File: src/hdl/sst_pkg.sv
`timescale 1ns / 1ps
// Shared types, constants and helper functions for the source tokenizer.
// Used by sst_scan, script_source_tokenizer and the testbench; depends on nothing else.
package sst_pkg;

    localparam int POS_W  = 24;
    localparam int LEN_W  = 16;
    localparam int LINE_W = 16;
    localparam int KIND_W = 5;
    localparam int QDEPTH = 4;
    localparam int QCNT_W = $clog2(QDEPTH + 1);

    typedef enum logic [3:0] {
        MODE_IDLE,
        MODE_IDENT,
        MODE_INT,
        MODE_EQ,
        MODE_BANG,
        MODE_LT,
        MODE_GT,
        MODE_AMP,
        MODE_PIPE,
        MODE_SLASH,
        MODE_COMMENT
    } t_mode;

    typedef enum logic [KIND_W-1:0] {
        KIND_END, KIND_IDENT, KIND_INT, KIND_PLUS, KIND_MINUS, KIND_STAR,
        KIND_SLASH, KIND_PERCENT, KIND_EQEQ, KIND_NE, KIND_LT, KIND_LE,
        KIND_GT, KIND_GE, KIND_ANDAND, KIND_OROR, KIND_BANG, KIND_ASSIGN,
        KIND_LPAREN, KIND_RPAREN, KIND_LBRACE, KIND_RBRACE, KIND_COMMA,
        KIND_SEMI, KIND_LET, KIND_IF, KIND_ELSE, KIND_WHILE, KIND_RETURN,
        KIND_FN
    } t_kind;

    typedef struct packed {
        t_mode              mode;
        logic [5:0]         kw_match;
        logic [POS_W-1:0]   p_start;
        logic [LEN_W-1:0]   p_len;
        logic [LINE_W-1:0]  p_line;
        logic [LINE_W-1:0]  cur_line;
        logic [POS_W-1:0]   pos;
    } t_state;

    typedef struct packed {
        t_kind              kind;
        logic [POS_W-1:0]   start;
        logic [LEN_W-1:0]   length;
        logic [LINE_W-1:0]  line;
        logic               last;
    } t_token;

    // Keyword spellings, padded with zeros so a 3-bit index is always in range.
    localparam logic [7:0] KW_TEXT [6][8] = '{
        '{"l", "e", "t", 8'h00, 8'h00, 8'h00, 8'h00, 8'h00},
        '{"i", "f", 8'h00, 8'h00, 8'h00, 8'h00, 8'h00, 8'h00},
        '{"e", "l", "s", "e", 8'h00, 8'h00, 8'h00, 8'h00},
        '{"w", "h", "i", "l", "e", 8'h00, 8'h00, 8'h00},
        '{"r", "e", "t", "u", "r", "n", 8'h00, 8'h00},
        '{"f", "n", 8'h00, 8'h00, 8'h00, 8'h00, 8'h00, 8'h00}
    };
    localparam logic [2:0] KW_LEN [6] = '{3'd3, 3'd2, 3'd4, 3'd5, 3'd6, 3'd2};

    function automatic logic is_alpha(input logic [7:0] c);
        return (c >= "a" && c <= "z") || (c >= "A" && c <= "Z");
    endfunction

    function automatic logic is_digit(input logic [7:0] c);
        return c >= "0" && c <= "9";
    endfunction

    function automatic logic [POS_W-1:0] sat_pos(input logic [POS_W-1:0] v);
        return (&v) ? v : v + 1'b1;
    endfunction

    function automatic logic [LEN_W-1:0] sat_len(input logic [LEN_W-1:0] v);
        return (&v) ? v : v + 1'b1;
    endfunction

    function automatic logic [LINE_W-1:0] sat_line(input logic [LINE_W-1:0] v);
        return (&v) ? v : v + 1'b1;
    endfunction

    // Keeps the keywords whose character at position idx equals c.
    function automatic logic [5:0] kw_update(input logic [5:0] mask,
                                             input logic [LEN_W-1:0] idx,
                                             input logic [7:0] c);
        logic [5:0] res;
        res = '0;
        for (int k = 0; k < 6; k++) begin
            if (mask[k] && idx < LEN_W'(KW_LEN[k]) && KW_TEXT[k][idx[2:0]] == c)
                res[k] = 1'b1;
        end
        return res;
    endfunction

    function automatic t_kind ident_kind(input logic [5:0] mask,
                                         input logic [LEN_W-1:0] len);
        t_kind kd;
        kd = KIND_IDENT;
        for (int k = 5; k >= 0; k--) begin
            if (mask[k] && len == LEN_W'(KW_LEN[k]))
                kd = t_kind'(KIND_W'(KIND_LET) + KIND_W'(k));
        end
        return kd;
    endfunction

endpackage

File: src/hdl/sst_scan.sv
`timescale 1ns / 1ps
// Per-byte scanner step: from the held state and one byte it forms the next
// state and up to two tokens. Purely combinational; depends on sst_pkg.
module sst_scan (
    input  sst_pkg::t_state i_state,
    input  logic [7:0]      i_byte,
    output sst_pkg::t_state o_state,
    output sst_pkg::t_token o_tok0,
    output sst_pkg::t_token o_tok1,
    output logic [1:0]      o_count
);
    import sst_pkg::*;

    t_state ns;
    t_token held_tok;
    t_token new_tok;
    logic   held_v;
    logic   new_v;
    logic   done;
    logic   pair;
    logic [7:0] second;
    t_kind  two_kind;
    t_kind  one_kind;
    t_kind  single;
    t_mode  hold;

    always_comb begin
        ns       = i_state;
        held_v   = 1'b0;
        new_v    = 1'b0;
        done     = 1'b0;
        pair     = 1'b0;
        second   = "=";
        two_kind = KIND_EQEQ;
        one_kind = KIND_ASSIGN;
        single   = KIND_END;
        hold     = MODE_IDLE;
        held_tok = '{kind: KIND_END, start: i_state.p_start, length: i_state.p_len,
                     line: i_state.p_line, last: 1'b0};
        new_tok  = '{kind: KIND_END, start: i_state.pos, length: LEN_W'(1),
                     line: i_state.cur_line, last: 1'b0};

        // First settle the token held from earlier bytes.
        case (i_state.mode)
            MODE_IDENT: begin
                if (is_alpha(i_byte) || is_digit(i_byte) || i_byte == "_") begin
                    ns.kw_match = kw_update(i_state.kw_match, i_state.p_len, i_byte);
                    ns.p_len    = sat_len(i_state.p_len);
                    ns.pos      = sat_pos(i_state.pos);
                    done        = 1'b1;
                end else begin
                    held_v        = 1'b1;
                    held_tok.kind = ident_kind(i_state.kw_match, i_state.p_len);
                end
            end
            MODE_INT: begin
                if (is_digit(i_byte) || i_byte == "_") begin
                    ns.p_len = sat_len(i_state.p_len);
                    ns.pos   = sat_pos(i_state.pos);
                    done     = 1'b1;
                end else begin
                    held_v        = 1'b1;
                    held_tok.kind = KIND_INT;
                end
            end
            MODE_EQ: begin
                pair = 1'b1;
            end
            MODE_BANG: begin
                pair = 1'b1; two_kind = KIND_NE; one_kind = KIND_BANG;
            end
            MODE_LT: begin
                pair = 1'b1; two_kind = KIND_LE; one_kind = KIND_LT;
            end
            MODE_GT: begin
                pair = 1'b1; two_kind = KIND_GE; one_kind = KIND_GT;
            end
            MODE_AMP: begin
                pair = 1'b1; second = "&"; two_kind = KIND_ANDAND; one_kind = KIND_END;
            end
            MODE_PIPE: begin
                pair = 1'b1; second = "|"; two_kind = KIND_OROR; one_kind = KIND_END;
            end
            MODE_SLASH: begin
                if (i_byte == "/") begin
                    ns.mode = MODE_COMMENT;
                    ns.pos  = sat_pos(i_state.pos);
                    done    = 1'b1;
                end else begin
                    held_v          = 1'b1;
                    held_tok.kind   = KIND_SLASH;
                    held_tok.length = LEN_W'(1);
                end
            end
            MODE_COMMENT: begin
                if (i_byte != 8'h00) begin
                    if (i_byte == "\n") begin
                        ns.cur_line = sat_line(i_state.cur_line);
                        ns.mode     = MODE_IDLE;
                    end
                    ns.pos = sat_pos(i_state.pos);
                    done   = 1'b1;
                end
            end
            default: begin
            end
        endcase

        if (pair) begin
            held_v = 1'b1;
            if (i_byte == second) begin
                held_tok.kind   = two_kind;
                held_tok.length = LEN_W'(2);
                ns.mode         = MODE_IDLE;
                ns.pos          = sat_pos(i_state.pos);
                done            = 1'b1;
            end else begin
                held_tok.kind   = one_kind;
                held_tok.length = LEN_W'(1);
            end
        end

        // Then scan the byte itself.
        if (!done) begin
            ns.mode = MODE_IDLE;
            if (i_byte == 8'h00) begin
                new_v          = 1'b1;
                new_tok.length = '0;
                ns.pos         = '0;
                ns.cur_line    = LINE_W'(1);
                ns.p_start     = '0;
                ns.p_len       = '0;
                ns.p_line      = LINE_W'(1);
                ns.kw_match    = '0;
            end else begin
                if (i_byte inside {" ", "\t", "\r", "\n"}) begin
                    if (i_byte == "\n")
                        ns.cur_line = sat_line(i_state.cur_line);
                end else if (is_alpha(i_byte) || i_byte == "_") begin
                    ns.mode     = MODE_IDENT;
                    ns.p_start  = i_state.pos;
                    ns.p_len    = LEN_W'(1);
                    ns.p_line   = i_state.cur_line;
                    ns.kw_match = kw_update(6'h3F, '0, i_byte);
                end else if (is_digit(i_byte)) begin
                    ns.mode    = MODE_INT;
                    ns.p_start = i_state.pos;
                    ns.p_len   = LEN_W'(1);
                    ns.p_line  = i_state.cur_line;
                end else begin
                    case (i_byte)
                        "+":     single = KIND_PLUS;
                        "-":     single = KIND_MINUS;
                        "*":     single = KIND_STAR;
                        "%":     single = KIND_PERCENT;
                        "(":     single = KIND_LPAREN;
                        ")":     single = KIND_RPAREN;
                        "{":     single = KIND_LBRACE;
                        "}":     single = KIND_RBRACE;
                        ",":     single = KIND_COMMA;
                        ";":     single = KIND_SEMI;
                        "/":     hold = MODE_SLASH;
                        "=":     hold = MODE_EQ;
                        "!":     hold = MODE_BANG;
                        "<":     hold = MODE_LT;
                        ">":     hold = MODE_GT;
                        "&":     hold = MODE_AMP;
                        "|":     hold = MODE_PIPE;
                        default: single = KIND_END;
                    endcase
                    if (hold != MODE_IDLE) begin
                        ns.mode     = hold;
                        ns.p_start  = i_state.pos;
                        ns.p_len    = LEN_W'(1);
                        ns.p_line   = i_state.cur_line;
                        ns.kw_match = '0;
                    end else begin
                        new_v        = 1'b1;
                        new_tok.kind = single;
                    end
                end
                ns.pos = sat_pos(i_state.pos);
            end
        end
    end

    always_comb begin
        o_state = ns;
        o_count = {1'b0, held_v} + {1'b0, new_v};
        o_tok0  = held_v ? held_tok : new_tok;
        o_tok1  = new_tok;
        o_tok0.last = !(held_v && new_v);
        o_tok1.last = 1'b1;
    end

endmodule

File: src/hdl/script_source_tokenizer.sv
`timescale 1ns / 1ps
// Top level of the streaming source tokenizer: scanner state, byte handshake
// and token output queue. Depends on sst_pkg and sst_scan.
//
// The tokens a byte closes are written into the registered output queue at its transfer.
// Throughput: one byte per cycle while no byte yields two tokens and the output is
// not stalled; a byte yielding two tokens is absorbed by a four-entry queue.
// Reset (synchronous, active low) returns the scanner to line 1, offset 0, and
// empties the queue.
module script_source_tokenizer (
    input  logic                        i_clk,
    input  logic                        i_rst_n,
    input  logic                        i_valid,
    output logic                        o_ready,
    input  logic [7:0]                  i_text_byte,
    output logic                        o_valid,
    input  logic                        i_ready,
    output logic [sst_pkg::KIND_W-1:0]  o_token_kind,
    output logic [sst_pkg::POS_W-1:0]   o_token_start,
    output logic [sst_pkg::LEN_W-1:0]   o_token_length,
    output logic [sst_pkg::LINE_W-1:0]  o_token_line,
    output logic                        o_run_last
);
    import sst_pkg::*;

    // Scanner state. It only moves on a byte transfer, so a stalled input
    // leaves any held identifier, number or operator untouched.
    t_state r_state;
    t_state n_state;

    // Token queue: entry 0 is always the head shown on the output ports.
    t_token r_q [QDEPTH];
    t_token n_q [QDEPTH];
    logic [QCNT_W-1:0] r_cnt;
    logic [QCNT_W-1:0] n_cnt;

    t_token     tok0;
    t_token     tok1;
    logic [1:0] nres;
    logic       acc;
    logic       pop;
    logic [QCNT_W-1:0] base;

    sst_scan u_scan (
        .i_state (r_state),
        .i_byte  (i_text_byte),
        .o_state (n_state),
        .o_tok0  (tok0),
        .o_tok1  (tok1),
        .o_count (nres)
    );

    // A byte is taken whenever there is room for the two tokens it may close,
    // independent of whether the head is being taken in the same cycle.
    assign o_ready = r_cnt <= QCNT_W'(QDEPTH - 2);
    assign o_valid = r_cnt != '0;
    assign acc     = i_valid && o_ready;
    assign pop     = o_valid && i_ready;
    assign base    = r_cnt - QCNT_W'(pop);

    always_comb begin
        n_cnt = base + (acc ? QCNT_W'(nres) : '0);
        for (int i = 0; i < QDEPTH; i++) begin
            if (pop && i < QDEPTH - 1)
                n_q[i] = r_q[i + 1];
            else
                n_q[i] = r_q[i];
            if (acc && nres != 2'd0 && base == QCNT_W'(i))
                n_q[i] = tok0;
            if (acc && nres == 2'd2 && base + 1'b1 == QCNT_W'(i))
                n_q[i] = tok1;
        end
    end

    always_ff @(posedge i_clk) begin
        if (!i_rst_n) begin
            r_state.mode     <= MODE_IDLE;
            r_state.kw_match <= '0;
            r_state.p_start  <= '0;
            r_state.p_len    <= '0;
            r_state.p_line   <= LINE_W'(1);
            r_state.cur_line <= LINE_W'(1);
            r_state.pos      <= '0;
            r_cnt            <= '0;
        end else begin
            if (acc)
                r_state <= n_state;
            r_cnt <= n_cnt;
        end
    end

    // Queue payload carries no reset; the count says which entries are live.
    always_ff @(posedge i_clk) begin
        for (int i = 0; i < QDEPTH; i++)
            r_q[i] <= n_q[i];
    end

    assign o_token_kind   = r_q[0].kind;
    assign o_token_start  = r_q[0].start;
    assign o_token_length = r_q[0].length;
    assign o_token_line   = r_q[0].line;
    assign o_run_last     = r_q[0].last;

    // The queue never overflows its four entries.
    a_cnt_bound: assert property (@(posedge i_clk) disable iff (!i_rst_n)
        r_cnt <= QCNT_W'(QDEPTH))
        else $error("token queue count exceeds depth");

    // Every token a byte produces lands in the queue.
    a_cnt_track: assert property (@(posedge i_clk) disable iff (!i_rst_n)
        acc && !pop |=> r_cnt == $past(r_cnt) + QCNT_W'($past(nres)))
        else $error("token queue count lost a push");

    // When a byte closes two tokens, only the second is marked last.
    a_two_last: assert property (@(posedge i_clk) disable iff (!i_rst_n)
        acc && nres == 2'd2 |-> !tok0.last && tok1.last)
        else $error("last marker wrong on a two-token byte");

    // End of text returns the position to zero, the line to one and the mode to idle.
    a_end_reset: assert property (@(posedge i_clk) disable iff (!i_rst_n)
        acc && i_text_byte == 8'h00 |=>
            r_state.pos == '0 && r_state.cur_line == LINE_W'(1)
            && r_state.mode == MODE_IDLE)
        else $error("end of text did not rewind the scanner");

endmodule

File: config.mk
export PLATFORM = sky130hd
export DESIGN_NAME = script_source_tokenizer
export DESIGN_NICKNAME = d
export VERILOG_FILES = /design/src/hdl/sst_pkg.sv /design/src/hdl/sst_scan.sv /design/src/hdl/script_source_tokenizer.sv
export SDC_FILE = /design/constraint.sdc
export NUM_CORES = 1
export LEC_CHECK = 0
export ABC_AREA = 1
export BUFFER_PORTS_ARGS = -buffer_cell sky130_fd_sc_hd__buf_2
export CAP_MARGIN = 20
export CELL_PAD_IN_SITES_DETAIL_PLACEMENT = 1
export CELL_PAD_IN_SITES_GLOBAL_PLACEMENT = 2
export CORE_MARGIN = 4
export CORE_UTILIZATION = 33
export DETAILED_ROUTE_END_ITERATION = 8
export GPL_TIMING_DRIVEN = 0
export HOLD_SLACK_MARGIN = 0.12
export PLACE_DENSITY = 0.84
export SLEW_MARGIN = 20
export SYNTH_ARGS = -nofsm -noshare
export SYNTH_HDL_FRONTEND = slang
export SYNTH_SLANG_ARGS = --single-unit
File: constraint.sdc
create_clock -name i_clk -period 5.4 [get_ports i_clk]
set_clock_uncertainty 0.05 [all_clocks]
set_input_delay 1.08 -clock i_clk [delete_from_list [all_inputs] [get_ports i_clk]]
set_output_delay 1.08 -clock i_clk [all_outputs]
set_load 0.01 [all_outputs]
==> results.txt <==
- Run status: complete, no violations
- At the worst endpoint, the arrival time is 5.35 ns.
- Headroom to the max-slew limit: 0.265
- Summed over all nets, the half-perimeter wirelength after detailed placement is 56700 µm.
- Max-Cap Viols: 0
* Worst IR drop on VDD: 283 µV
* Clock share of power: 0.229
* Mapped Area: 19400 µm²
* Area of all placed cells without fillers: 22100 µm²
- TritonCTS clock tree: done
- After clock tree synthesis, the clock-pin slew on the worst setup and hold paths is 0.06 ns.
- Clock Sinks: 357
* Number of warnings reported in the yosys synthesis log: 0
- Finished Layout Cells: 3481
* Via count of the first global-routing pass: 19.8k
* Type of destination of the critical path: flop
* DR vias: 19.2k
* Detailed-routing iteration count for the pre-antenna-repair pass: 5
* Number of buffers added by the clock tree synthesis step: 41
- In the final routed layout, each cell accounts on average for 21.9 µm.
- Switching Share: 0.405
- The die is 250 µm wide.
- Worst flop-to-flop path endpoint: r_q[0][48]$_DFFE_PP_
* Commonest cells after routing, fill and taps aside: nand2_1, nor2_1, o21ai_0, inv_1, edfxtp_1
- Routed vias/inst: 5.52
- The internal portion of the total power is 7.29 mW.
- Cell Pwr Density: 555 nW/µm²
* CP required: 5.60 ns
* Unrepaired setup endpoints after global routing: no
* Number of cells on the worst reg-to-reg path: 19
- Maximum fanout along the worst path: 45
* Layout overhead on the synthesized area: 14.2%
* Top cells by area, synth: edfxtp_1, dfxtp_1, nand2_1
* Standard cell core area: 57900 µm²
- Net count reported at finish: 2711
* Most common cell after layout, fill and taps aside: nand2_1
* Antenna violations before repair: 1
* Max Slew Vio Count: 0
* Final Hold Viols: 0
- Floorplan die height: 250 µm
* Fin util: 0.381
- Initial Util: 0.334
- For this design, the CTS-stage hold fixing added 0 buffers.
* Combined global-route utilization of all metal layers: 0.234
- The biggest area contributor in the post-synthesis netlist is edfxtp_1.
- Summed over all nets, the switching power comes to 4.96 mW.
- Hold Path Origin: r_q[1][60]$_SDFFE_PP0P_
- The share of the Yosys chip area taken by registers is 0.462.
- Startpoint type of the worst setup path: input port
- Wires add up to 76300 µm.
- FMAX: 194 MHz
- Total die area: 62600 µm²
- After detailed placement, the design holds a cell count of 3403.
- Entering global routing, the biggest net connects 55 pins.
- The tree is rooted in a clkbuf_16.
- Worst min-delay path endpoint: r_q[1][60]$_SDFFE_PP0P_
- The detailed router finished its first iteration with 1430 violations.
- Counting along the longest clock path gives a buffer depth of 3.
* Power share of the sequential group: 0.367
- Global-route wire length before repair: 117000 µm
- Counting flops and latches in the post-synthesis netlist gives 357.
* Clock latency on the worst-skew pair: 0.57 ns
* Area share of the largest cell type after synthesis: 0.279
- The share of total power dissipated in combinational logic is 0.404.
- Of the cells placed in the final design, the portion with a size suffix greater than 1 is 0.0873.
* Critical path type: in -> reg
- Reg2reg start: r_state[105]$_SDFFE_PN0P_
* Number of standard-cell rows in the floorplan: 88
- Number of standard cells after synthesis: 2565
- Tcrit/Tclk final: 0.953
- Post-DRT Antenna Nets: 0
- Number of cells on the worst hold path: 2
* Hold crit path type: reg -> reg
* Cell Area, Placed: 20700 µm²
- Each instance of the synthesized netlist takes up on average 7.54 µm².
- Final critical-path required period: 5.15 ns
* Number of primary I/O pins: 76
- For the final routed database, the setup TNS stands at 0 ns.
- Synthesized net count: 2593
- Leakage power total: 8.62 nW
- For flop-to-flop paths, the worst setup slack is 0.74 ns.
- For the pin with the worst max-slew slack, the measured transition is 1.10 ns.
- Input/output buffers: 71
- Routability-driven placement finished with a final weighted congestion of 0.898.
- The H-tree generated during clock tree synthesis spans 2 levels.
- The total overflow left after global routing is 0.
* DRC errors left: 0
* Count of different cell masters after synthesis: 46
- Total of endpoints with negative setup slack in the final report: 0
worst max path at each step:
stage | depth (start not counted) | slack (ns) | from | to
final | 21 | 0.25 | i_text_byte[7] | r_q[0][48]$_DFFE_PP_
after global routing | 21 | 0.06 | i_text_byte[7] | r_q[0][47]$_DFFE_PP_
after floorplan | 19 | 0.30 | i_text_byte[3] | r_q[3][10]$_DFFE_PP_
after detailed placement | 21 | -0.85 | i_text_byte[1] | r_q[0][43]$_DFFE_PP_
after global placement | 20 | -2.24 | i_text_byte[1] | r_q[3][40]$_DFFE_PP_
after CTS | 21 | 0.02 | i_text_byte[1] | r_q[1][38]$_DFFE_PP_
cell usage after synthesis (all sizes together):
cell	instances
a211oi	4
a21oi	127
a22oi	1
a2bb2oi	1
a31oi	4
a32o	26
and2	1
buf	49
clkbuf	105
clkinv	5
dfxtp	177
edfxtp	180
fa	1
ha	15
inv	235
nand2	563
nand2b	1
nand3	115
nand4	33
nor2	360
nor3	41
nor4	2
o2111ai	7
o211ai	17
o21a	3
o21ai	304
o21bai	1
o22ai	143
o31ai	3
o32ai	13
or2	1
xnor2	1
xor2	26
power by group through the flow:
stage	Combinational (mW)	Clock [mW]	Sequential, mW
after global routing	5.41	2.96	4.57
final	4.95	2.81	4.50
after global placement	4.60	0	4.54
after floorplan	2.91	0	4.58
after detailed placement	4.82	0	4.55
after CTS	4.86	2.85	4.50
repair_timing:
item                                    in CTS  in global routing
cloned                                       0                  0
buffers inserted                             0                  2
gates resized for setup                      2                 20
pin swaps                                    0                  1
endpoints found under the setup margin      65                190
layer usage:
metal	vias up	global-route usage	wire, µm
met5	-	0	13
li1	8977	-	-
met3	106	0.0302	3570
met1	9655	0.317	34500
met4	2	0.0682	1940
met2	481	0.395	36200
state kept, by name (all words and copies together) (netlist names):
name and cells:
r_cnt 3, r_q 248, r_state 106
critical path, stage by stage:
cell     delay [ns]
buf_2          0.17
inv_2          0.10
nand2_1        0.11
nor2_1         0.26
nand2_1        0.09
nand2_1        0.24
o21ai_1        0.09
inv_1          0.08
nand3_2        0.21
buf_4          0.29
buf_4          0.20
ha_1           0.28
inv_1          0.08
nor2_1         0.06
nand2_1        0.17
inv_1          0.08
nand2_1        0.44
inv_1          0.16
nor2_1         0.47
buf_2          0.40
inv_8          0.19
cells by family after synthesis:
| kind of cell | share of synthesized area |
|---|---|
| compound gates | 0.195 |
| xor+xnor | 0.0122 |
| fa+ha+maj | 0.0107 |
| buf+inv | 0.0810 |
| flops | 0.462 |
| simple gates | 0.238 |
cell type report:
class                   count  area [µm²]
diodes                      1        2.50
plain buffers             154         687
clock buffers              59        1140
clock inverters            16         165
fillers                  7180       35800
inverters                 240         908
multi-input cells        1814        8860
flip-flops and latches    357        8950
well taps                 765         957
repair buffers             75         423
stage by stage:
stage | hold slack (ns) | worst slack (ns) | power (mW)
final | 0.404 | 0.251 | 12.3
after global routing | 0.428 | 0.0611 | 12.9
after CTS | 0.402 | 0.0197 | 12.2
after detailed placement | 0.389 | -0.849 | 9.37
after global placement | 0.388 | -2.24 | 9.14
after floorplan | 0.377 | 0.298 | 7.49
Power figures use the tool's default switching activity.
